--- src/three_address_memory_machine_unit_assert.svh ---
// Assertion macros shared by the three-address memory machine modules.
`ifndef THREE_ADDRESS_MEMORY_MACHINE_UNIT_ASSERT_SVH
`define THREE_ADDRESS_MEMORY_MACHINE_UNIT_ASSERT_SVH

// Checks a property on every clock edge outside reset.
`define TAMM_ASSERT(label, prop, msg) \
  label: assert property (@(posedge clk) disable iff (!rst_n) prop) else $error(msg);

// Checks that a condition in one cycle implies another in the next cycle.
`define TAMM_ASSERT_NEXT(label, pre, post, msg) \
  label: assert property (@(posedge clk) disable iff (!rst_n) (pre) |=> (post)) else $error(msg);

`endif

--- src/tamm_pkg.sv ---
// Shared types and constants of the three-address memory machine.
package tamm_pkg;

  localparam int PC_W          = 11;
  localparam int WORD_W        = 32;
  localparam int FUNC_W        = 4;
  localparam int A_W           = 10;
  localparam int C_W           = 8;
  localparam int PROG_DEPTH    = 1024;
  localparam int MEM_DEPTH_DEF = 256;
  localparam int IN_TDATA_W    = 56;
  localparam int OUT_TDATA_W   = 48;
  localparam int CFG_TDATA_W   = 16;

  localparam logic [WORD_W-1:0] WORD_RESET = '1;

  typedef enum logic [FUNC_W-1:0] {
    OP_ADD     = 4'd0,
    OP_MUL     = 4'd1,
    OP_SUB     = 4'd2,
    OP_COPY    = 4'd3,
    OP_LOADI   = 4'd4,
    OP_JUMP    = 4'd5,
    OP_JZ      = 4'd6,
    OP_LESS    = 4'd7,
    OP_GREATER = 4'd8,
    OP_EQUAL   = 4'd9,
    OP_DIFFER  = 4'd10,
    OP_AND     = 4'd11,
    OP_OR      = 4'd12,
    OP_PRINT   = 4'd13
  } op_t;

  // Outcome of one executed instruction.
  typedef struct packed {
    logic [PC_W-1:0]   next_pc;
    logic              print_valid;
    logic [WORD_W-1:0] print_value;
    logic              done;
    logic              fault;
    logic              wr_en;
    logic [WORD_W-1:0] wr_data;
  } res_t;

endpackage

--- src/tamm_alu.sv ---
// Instruction execution: range checks, arithmetic, compares and next pc.
module tamm_alu import tamm_pkg::*; #(
  parameter int MEM_DEPTH = MEM_DEPTH_DEF
) (
  input  logic                     valid,
  input  logic [PC_W-1:0]          pc,
  input  logic [PC_W-1:0]          prog_len,
  input  op_t                      func,
  input  logic [A_W-1:0]           operand_a,
  input  logic signed [WORD_W-1:0] operand_b,
  input  logic [C_W-1:0]           operand_c,
  input  logic [WORD_W-1:0]        word_x,
  input  logic [WORD_W-1:0]        word_y,
  output res_t                     res
);

  logic [PC_W-1:0]   len;
  logic [WORD_W-1:0] a_ext, b_u, c_ext;
  logic              a_ok, b_ok, c_ok, halted;
  logic [WORD_W-1:0] prod;
  logic              x_nz, y_nz;

  assign prod = word_x * word_y;

  always_comb begin
    len    = (prog_len > PC_W'(PROG_DEPTH)) ? PC_W'(PROG_DEPTH) : prog_len;
    a_ext  = WORD_W'(operand_a);
    b_u    = $unsigned(operand_b);
    c_ext  = WORD_W'(operand_c);
    a_ok   = a_ext < WORD_W'(MEM_DEPTH);
    b_ok   = b_u < WORD_W'(MEM_DEPTH);
    c_ok   = c_ext < WORD_W'(MEM_DEPTH);
    x_nz   = word_x != '0;
    y_nz   = word_y != '0;
    halted = pc >= len;

    res             = '0;
    res.next_pc     = halted ? pc : pc + PC_W'(1);

    if (valid && !halted) begin
      case (func)
        OP_ADD, OP_MUL, OP_SUB, OP_LESS, OP_GREATER, OP_EQUAL, OP_DIFFER,
        OP_AND, OP_OR: begin
          if (!(a_ok && b_ok && c_ok)) begin
            res.fault = 1'b1;
          end else begin
            res.wr_en = 1'b1;
            case (func)
              OP_ADD:     res.wr_data = word_x + word_y;
              OP_MUL:     res.wr_data = prod;
              OP_SUB:     res.wr_data = word_x - word_y;
              OP_LESS:    res.wr_data = WORD_W'($signed(word_x) < $signed(word_y));
              OP_GREATER: res.wr_data = WORD_W'($signed(word_y) < $signed(word_x));
              OP_EQUAL:   res.wr_data = WORD_W'(word_x == word_y);
              OP_DIFFER:  res.wr_data = WORD_W'(word_x != word_y);
              OP_AND:     res.wr_data = WORD_W'(x_nz && y_nz);
              default:    res.wr_data = WORD_W'(x_nz || y_nz);
            endcase
          end
        end
        OP_COPY: begin
          if (a_ok && b_ok) begin
            res.wr_en   = 1'b1;
            res.wr_data = word_x;
          end else begin
            res.fault = 1'b1;
          end
        end
        OP_LOADI: begin
          if (a_ok) begin
            res.wr_en   = 1'b1;
            res.wr_data = b_u;
          end else begin
            res.fault = 1'b1;
          end
        end
        OP_JUMP: begin
          if (a_ext <= WORD_W'(PROG_DEPTH)) res.next_pc = PC_W'(operand_a);
          else res.fault = 1'b1;
        end
        OP_JZ: begin
          // The target is only checked when the branch is taken.
          if (!a_ok) begin
            res.fault = 1'b1;
          end else if (!x_nz) begin
            if (b_u <= WORD_W'(PROG_DEPTH)) res.next_pc = b_u[PC_W-1:0];
            else res.fault = 1'b1;
          end
        end
        OP_PRINT: begin
          if (a_ok) begin
            res.print_valid = 1'b1;
            res.print_value = word_x;
          end else begin
            res.fault = 1'b1;
          end
        end
        default: ;
      endcase
    end

    res.done = res.next_pc >= len;
  end

endmodule
--- config.mk ---
export PLATFORM = sky130hd
export DESIGN_NAME = tamm_alu
export DESIGN_NICKNAME = d
export VERILOG_FILES = /design/src/three_address_memory_machine_unit_assert.svh /design/src/tamm_pkg.sv /design/src/tamm_alu.sv
export SDC_FILE = /design/constraint.sdc
export NUM_CORES = 2
export LEC_CHECK = 0
export BUFFER_PORTS_ARGS = -buffer_cell sky130_fd_sc_hd__buf_2
export CORE_UTILIZATION = 35
export DETAILED_ROUTE_END_ITERATION = 10
export PLACE_DENSITY_LB_ADDON = 0.15
export SYNTH_ARGS = -nofsm -noshare
export SYNTH_HDL_FRONTEND = slang
export SYNTH_SLANG_ARGS = --single-unit
export TNS_END_PERCENT = 100
--- constraint.sdc ---
create_clock -name vclk -period 13
set_input_delay 1.95 -clock vclk [all_inputs]
set_output_delay 1.95 -clock vclk [all_outputs]
set_load 0.05 [all_outputs]
==> run metrics <==
status completed; Total GRT Usage 31.1%; GP Congestion between 0.9 and 1; fmax slightly above 0.08 GHz; final net count 3717; vias in the first global route about 22000; core area 60800 um^2; drt total wl around 100000 um; Tcrit/Tclk final around 94%; Die ar. 63000 um^2; crit path DAT approximately 10 ns; most frequent cells in the layout inv_1, fa_1, nor2_1; min-delay worst type primary input to output pin; final hold viol count 0; most common cell after layout, fill and taps aside inv_1; delay of the slowest cell on the worst path roughly 0.63 ns; Synth Area in Adders approximately half; Cell Area, Synth around 22000 um^2; max cap viols 0; Die Y 251 um; die width approximately 250 um; cts hold-fix bufs 0; compound-gate portion of the synthesized area between 10% and 20%; Iteration-0 DRC Markers between 2000 and 2500; # IOs 220; post-synthesis simple-gate area fraction roughly a fifth; FF+latch count 0; vias 21100; Distinct cells, synth 84; CP Class primary input to output pin; cell count after synthesis about 2800; PortBufs about 210; dpl ws 0.865 ns; RSZ-0062 raised after global routing no; drt pass-1 iters 9; syn avg cell area approximately 7.8 um^2; share of layout cells above drive strength 1 11.0%; Final Max Tran Viols 0; sequential share of the synthesized area 0%; cts repair resizes 0; crit start category primary input; syn_nets 3585; GRT overflow 0; clkbuf count 0; DRT antenna net count 0; FF/Latch Area 0 um^2; slew at the pin closest to its max-slew limit about 1.0 ns; Relative slew margins a little under a third; largest family of logic cells by synthesized area adder cells; Worst path slowest cell o21ai_0; Setup TNS Final 0 ns; min cycle time layout ~12 ns; first-pass GRT wire length about 140000 um; critical path's most frequent cell fa_1; Starting Density roughly 36%; initial antenna violation count 4; Critical Path RT around 11 ns; Final setup viols 0; drt via density between 5 and 6; Syn-to-layout area delta 9.33%; Rows 90; largest net degree at the start of global routing 37; DRC viols 0; post-CTS repair timing setup buffer count 0; Critical Path Fanout Max 11; mux share of post-synthesis cell area 0.231%; Detailed Place HPWL ~80000 um; routed len/inst between 20 and 30 um; Crit. End Element output pin; Final WS setup 0.782 ns; Post-Synth XOR/XNOR Area under 10%; antenna fix cells 0; Synth warnings 0
## cell usage after synthesis (10+ instances only)
master    count  area, um^2
a211oi_1     18         135
a21o_1       17         128
a21oi_1     119         596
a222oi_1     17         170
a22oi_1      25         188
a31oi_1      10        62.6
and3_1       11        68.8
buf_1        16        60.1
buf_2        10        50.1
clkbuf_1    125         469
clkinv_1     15        56.3
fa_1        410        8210
ha_1        241        3020
inv_1       477        1790
nand2_1     315        1180
nand2b_1     23         144
nand3_1      25         125
nand4_1      14        87.6
nor2_1      397        1490
nor2b_1      18         113
nor3_1       39         195
nor4_1       67         419
o21a_1       13        97.6
o21ai_0      83         415
o21bai_1     13        97.6
o22ai_1      25         156
o31ai_1      10        75.1
or3_1        10        62.6
xnor2_1      80         701
xor2_1       30         263
## worst max-delay path: cells and delay by family
| family | cells | cell delay (ns) |
|---|---|---|
| AOI/OAI and AO/OA | 5 | 1.63 |
| xor gates and xnor gates | 1 | 0.14 |
| adders and majority gates | 9 | 4.29 |
| buffers and inverters | 8 | 1.40 |
| and+or+nand+nor | 6 | 0.83 |
## routing by layer
metal	part of all wire [%]	wire length (um)	GRT usage, %	up-vias
met1	43	42000	43.2	10600
met3	7.8	7620	3.33	202
met2	45	43800	49.8	1056
met5	0.010	10	0	-
met4	4.6	4460	11.5	2
li1	-	-	-	9190
## final cells by class
class                           count  area (um^2)
Fill cell                        6438        37100
Tap cell                          782          978
Timing Repair Buffer              283         1610
Multi-Input combinational cell   2144        19300
Inverter                          496         1860
## logic make-up after synthesis
kind of cell,count (synthesis)
mux,5
simple gates,940
xor+xnor,110
fa+ha+maj,651
buf+inv,649
compound gates,438
## final timing paths
check	slack, ns	from	to	depth (start not counted)
worst min-delay path	4.33	operand_b[2]	res[2]	4
worst max-delay path	0.78	word_y[5]	res[31]	29
## per-stage QoR
step / hold slack, ns / instances / utilization [%] / instance area, um^2
after floorplan: 4.16 / 2793 / - / 21700
final: 4.33 / 3705 / 39.0 / 23700
after detailed placement: 4.33 / 3705 / 39.0 / 23700
after global routing: 4.37 / 3705 / 39.0 / 23700
after CTS: 4.34 / 3705 / 39.0 / 23700
after global placement: 4.33 / 3705 / 39.0 / 23700
Power is left out: the tool's default activity adds up to more than one toggle a clock period on the data nets, which glitch-free logic cannot reach.
